File: config.mk
export PLATFORM = sky130hd
export DESIGN_NAME = tpds_ctrl
export DESIGN_NICKNAME = d
export VERILOG_FILES = /design/src/sv/tpds_pkg.sv /design/src/sv/tpds_ctrl.sv
export SDC_FILE = /design/constraint.sdc
export NUM_CORES = 1
export LEC_CHECK = 0
export ABC_AREA = 1
export BUFFER_PORTS_ARGS = -buffer_cell sky130_fd_sc_hd__buf_4
export CAP_MARGIN = 20
export CORE_MARGIN = 2
export CORE_UTILIZATION = 53
export CTS_CLUSTER_DIAMETER = 40
export DETAILED_ROUTE_END_ITERATION = 10
export GPL_TIMING_DRIVEN = 0
export PLACE_DENSITY = 0.78
export SLEW_MARGIN = 10
export SYNTH_ARGS = -nofsm -noshare
export SYNTH_HDL_FRONTEND = slang
export SYNTH_SLANG_ARGS = --single-unit
File: constraint.sdc
create_clock -name clk -period 2 [get_ports clk]
set_input_delay 0.2 -clock clk [delete_from_list [all_inputs] [get_ports clk]]
set_output_delay 0.2 -clock clk [all_outputs]
set_load 0.01 [all_outputs]
File: src/sv/tpds_pkg.sv
`timescale 1ns / 1ps

package tpds_pkg;

    localparam int STORE_DEPTH = 8;
    localparam int SLOT_W      = $clog2(STORE_DEPTH);
    localparam int CNT_W       = $clog2(STORE_DEPTH + 1);

    localparam logic [2:0]  STYLUS_TOOL       = 3'd2;
    localparam logic [15:0] DECAY_POS_RESET   = 16'd42598;
    localparam logic [15:0] DECAY_PRESS_RESET = 16'd58982;
    localparam logic [2:0]  HISTORY_RESET     = 3'd6;
    localparam logic [16:0] WEIGHT_ONE        = 17'h10000;

    // Configuration register indexes
    localparam logic [1:0] REG_POS_DECAY   = 2'd0;
    localparam logic [1:0] REG_PRESS_DECAY = 2'd1;
    localparam logic [1:0] REG_HISTORY     = 2'd2;
    localparam logic [1:0] REG_BYPASS      = 2'd3;

    // Accumulator widths: value * weight summed over the window
    localparam int ACC16_W = 16 + 17 + SLOT_W + 1;
    localparam int ACC32_W = 32 + 17 + SLOT_W + 1;
    localparam int WSUM_W  = 17 + SLOT_W + 1;

    // Divider control: which quotient is being worked on
    typedef enum logic [2:0] {
        DIV_X,
        DIV_Y,
        DIV_P,
        DIV_S,
        DIV_T
    } div_sel_t;

    // Commands from controller to datapath
    typedef struct packed {
        logic     store;      // write the accepted word and clear sums
        logic     accum;      // add the entry at the walk index
        logic     div_load;   // load divider with selected operands
        logic     div_step;   // one restoring step
        logic     div_save;   // latch quotient into result register
        div_sel_t sel;
    } tpds_cmd_t;

    // Status from datapath to controller
    typedef struct packed {
        logic             stylus;    // current walk entry is a stylus point
        logic [CNT_W-1:0] fill;      // window length after the write
    } tpds_stat_t;

endpackage

File: src/sv/tpds_ctrl.sv
`timescale 1ns / 1ps

module tpds_ctrl
    import tpds_pkg::*;
(
    input  logic             clk,
    input  logic             rst_n,
    input  logic             in_valid,
    output logic             in_stall,
    output logic             out_valid,
    input  logic             out_stall,
    input  logic             stylus_bypass,
    input  tpds_stat_t       stat,
    output tpds_cmd_t        cmd,
    output logic [SLOT_W-1:0] walk_k
);

    typedef enum logic [2:0] {
        ST_IDLE,
        ST_WALK,
        ST_LOAD,
        ST_DIV,
        ST_OUT
    } state_t;

    state_t            state_reg, state_next;
    logic [CNT_W-1:0]  k_reg, k_next;
    logic [5:0]        step_reg, step_next;
    div_sel_t          sel_reg, sel_next;
    logic              out_valid_reg, out_valid_next;
    logic              last_div;

    localparam logic [5:0] STEPS16 = 6'd16;
    localparam logic [5:0] STEPS32 = 6'd32;

    assign in_stall  = (state_reg != ST_IDLE);
    assign out_valid = out_valid_reg;
    assign walk_k    = k_reg[SLOT_W-1:0];
    assign last_div  = (sel_reg == DIV_T);

    // Sequence the walk, the five divisions and the output handoff
    always_comb
    begin
        state_next     = state_reg;
        k_next         = k_reg;
        step_next      = step_reg;
        sel_next       = sel_reg;
        out_valid_next = out_valid_reg;
        cmd            = '0;
        cmd.sel        = sel_reg;
        case (state_reg)
            ST_IDLE:
            begin
                if (in_valid)
                begin
                    cmd.store  = 1'b1;
                    k_next     = '0;
                    state_next = ST_WALK;
                end
            end
            ST_WALK:
            begin
                cmd.accum = 1'b1;
                k_next    = k_reg + 1'b1;
                if ((k_next == stat.fill) || (stylus_bypass && stat.stylus))
                begin
                    sel_next   = DIV_X;
                    state_next = ST_LOAD;
                end
            end
            ST_LOAD:
            begin
                cmd.div_load = 1'b1;
                step_next    = (sel_reg == DIV_T) ? STEPS32 : STEPS16;
                state_next   = ST_DIV;
            end
            ST_DIV:
            begin
                if (step_reg != '0)
                begin
                    cmd.div_step = 1'b1;
                    step_next    = step_reg - 1'b1;
                end
                else
                begin
                    cmd.div_save = 1'b1;
                    if (last_div)
                    begin
                        out_valid_next = 1'b1;
                        state_next     = ST_OUT;
                    end
                    else
                    begin
                        sel_next   = div_sel_t'(sel_reg + 1'b1);
                        state_next = ST_LOAD;
                    end
                end
            end
            ST_OUT:
            begin
                if (!out_stall)
                begin
                    out_valid_next = 1'b0;
                    state_next     = ST_IDLE;
                end
            end
            default:
            begin
                state_next = ST_IDLE;
            end
        endcase
    end

    // Hold state and registered outputs
    always_ff @(posedge clk or negedge rst_n)
    begin
        if (!rst_n)
        begin
            state_reg     <= ST_IDLE;
            k_reg         <= '0;
            step_reg      <= '0;
            sel_reg       <= DIV_X;
            out_valid_reg <= 1'b0;
        end
        else
        begin
            state_reg     <= state_next;
            k_reg         <= k_next;
            step_reg      <= step_next;
            sel_reg       <= sel_next;
            out_valid_reg <= out_valid_next;
        end
    end

endmodule

==> impl_metrics.tcl <==
set metrics [dict create \
    yosysSeqAreaShare_pct 38.9 \
    portBuffers 22 \
    stdcell_area_sq_mm 0.00133 \
    dieHeight_um 49.4 \
    wirelength_um 2230 \
    cp-end-kind "output port" \
    ys_ff_latch 17 \
    n_antenna_cell 0 \
    ant_nets 0 \
    remaining_drc_errors 0 \
    clkLatencyLatePin_ns 0.28 \
    antenna_found_initial 0 \
    grt_pass1_wl_um 4260 \
    status "completed" \
    max_slew.worst_pin.slew_ns 0.306 \
    setup_violations 0 \
    period_needed_ns 1.82 \
    boundaryPins 23 \
    place.gp.congestion 0.809 \
    min_to "out_valid" \
    grt_max_degree 18 \
    die_area_sq_mm 0.00244 \
    num_vias 1012 \
    crit_type "register to output port" \
    initialDrtViolationCount 18 \
    startpoint_type "register" \
    vdd_drop_max_mv 0.954 \
    synth_top_area_cell "dfrtp_1" \
    cp.arrival_ns 1.62 \
    netlist_area_sq_mm 0.00109 \
    rsz0062_at_grt "false" \
    synth_area_leaders "dfrtp_1 39%, nand2_1 9.6%, inv_1 8.2%" \
    grt_overflow 0 \
    cts_max_level 1 \
    rows 16 \
    setup_tns_ns 0 \
    synth_top_area_share_pct 38.9 \
    syn_avg_cell_area_sq_um 7.59 \
    pwr-share-seq_pct 31.2 \
    grt.total_usage_pct 21.8 \
    p_leak_nw 0.695 \
    dp_hpwl_um 1750 \
    utilization_pct 67.7 \
    syn_to_final_growth_pct 21.5 \
    clock_sinks 17 \
    reg2regPathDepth 9 \
    drive_gt1_share_pct 23.4 \
    r2r_end "sel_reg[1]" \
    cts-root-buf "clkbuf_4" \
    syn-num-nets 159 \
    power.share.clock_pct 9.4 \
    synth_cell_types 28 \
    power_density_mw_per_mm2 1460 \
    hp-class "input pin to register" \
    finalMaxSlewViolations 0 \
    required_ns 1.80 \
    total_power_mw 1.93 \
    whs_path_depth 3 \
    yosys_warnings 0 \
    nNetsFinal 187 \
    worstPathMaxFanout 10 \
    switchingPower_uw 907 \
    core_sq_mm 0.00196 \
    reg2reg_from "k_reg[0]" \
    skew_ns 0.00230 \
    wl_per_cell_um 11.3 \
    fin_crit_sh_pct 90.8 \
    r2r_setup_slack_ns 0.28 \
    cts_buffer_depth 2 \
    combPwrFrac_pct 59.4 \
    placed_cell_area_sq_mm 0.00129 \
    synth_cells 144 \
    largest_reg_flops 6 \
    fmax_mhz 550 \
    tritoncts "yes" \
    grt_pass1_vias 1021 \
    first_pass_iters 4 \
    hold_viol 0 \
    switching_share_pct 46.9 \
    min_from "out_stall" \
    maxCapViolCount 0 \
    p_int_mw 1.03 \
    cts_buffers 3 \
    viasPerCell 5.11 \
    slew_headroom_pct 79.5 \
    cts.clk_slew.worst_paths_ns 0.09 \
    die_w_um 49.4 \
    initial_utilization_pct 55.7 \
]
-- cell usage in the layout, fill, tap and decap left out, types with 2 or more instances in the layout --
| master | count |
|---|---|
| nand2_1 | 28 |
| buf_4 | 25 |
| inv_1 | 24 |
| nor2_1 | 17 |
| dfrtp_1 | 17 |
| o21ai_0 | 8 |
| nand3_1 | 7 |
| nand4_1 | 6 |
| ha_1 | 5 |
| a21oi_1 | 4 |
| inv_2 | 3 |
| xnor2_1 | 3 |
| clkbuf_4 | 3 |
| nand2_2 | 2 |
| o22ai_1 | 2 |
| o31ai_1 | 2 |
-- cells by family (layout without fill, tap and decap cells) --
family / Yosys count / count (layout) / synth area share (%)
buffers and inverters: 30 / 57 / 11.3
xor gates and xnor gates: 4 / 4 / 3.21
DFF: 17 / 17 / 38.9
and+or+nand+nor: 67 / 67 / 29.0
adders and majority gates: 5 / 5 / 5.73
AOI/OAI and AO/OA: 21 / 21 / 11.8
-- repair_timing --
item | in CTS | in global routing
hold buffers | 1 | 0
gates resized for setup | 0 | 0
setup endpoints to repair | 0 | 0
setup buffers | 0 | 0
hold endpoints to repair | 17 | 0
-- power by group through the flow --
stage	Combinational, mW	Sequential [mW]	Clock [mW]
5_1_grt	1.32	0.625	0.204
4_1_cts	1.16	0.602	0.189
3_3_place_gp	1.11	0.602	0
6_report	1.15	0.603	0.182
3_5_place_dp	1.15	0.609	0
2_1_floorplan	0.821	0.589	0
-- layout make-up --
class / instances / area [sq um]
inverters: 27 / 101
plain buffers: 3 / 22.5
fillers: 191 / 634
multi-input cells: 97 / 543
clock buffers: 4 / 26.3
repair buffers: 23 / 175
well taps: 27 / 33.8
flip-flops and latches: 17 / 425
-- synthesized netlist by cell type, drive strengths merged --
| master | n |
|---|---|
| nand2 | 30 |
| inv | 27 |
| nor2 | 19 |
| dfrtp | 17 |
| o21ai | 9 |
| nand3 | 8 |
| nand4 | 6 |
| a21oi | 5 |
| ha | 5 |
| buf | 3 |
| xnor2 | 3 |
| nor3 | 2 |
| o22ai | 2 |
| o31ai | 2 |
| a22o | 1 |
| a31oi | 1 |
| nand3b | 1 |
| o211ai | 1 |
| or2 | 1 |
| xor2 | 1 |
-- worst max-delay path: stages (launching register included) --
cell and delay [ns]:
dfrtp_1 0.40, inv_1 0.12, ha_1 0.16, nand4_1 0.17, nand2_2 0.24, inv_1 0.10, buf_4 0.15
-- stage by stage --
stage / hold WS [ns] / instances / worst slack, ns
4_1_cts: 0.133 / 198 / 0.178
3_3_place_gp: 0.0769 / 193 / 0.350
6_report: 0.143 / 198 / 0.183
3_5_place_dp: 0.0791 / 193 / 0.268
2_1_floorplan: -0.0956 / 144 / 0.481
5_1_grt: 0.160 / 198 / 0.0768
-- metal layers --
layer | share of wire (%) | global-route usage, % | vias to the layer above
met4 | 0.45 | 5.09 | 0
li1 | - | - | 515
met1 | 44 | 27.1 | 475
met2 | 50 | 38.1 | 20
met3 | 4.9 | 5.21 | 2
met5 | 0 | 0 | -
-- how the worst max path moves through the flow --
stage	end	cells after the start	slack, ns	start
after global routing	cmd[4]	6	0.08	step_reg[0]
after detailed placement	sel_reg[1]	9	0.27	k_reg[0]
after global placement	sel_reg[0]	9	0.35	k_reg[0]
final	cmd[4]	6	0.18	step_reg[0]
after CTS	cmd[4]	6	0.18	step_reg[0]
after floorplan	sel_reg[0]	9	0.48	k_reg[0]
(Power assumes the default switching activity.)
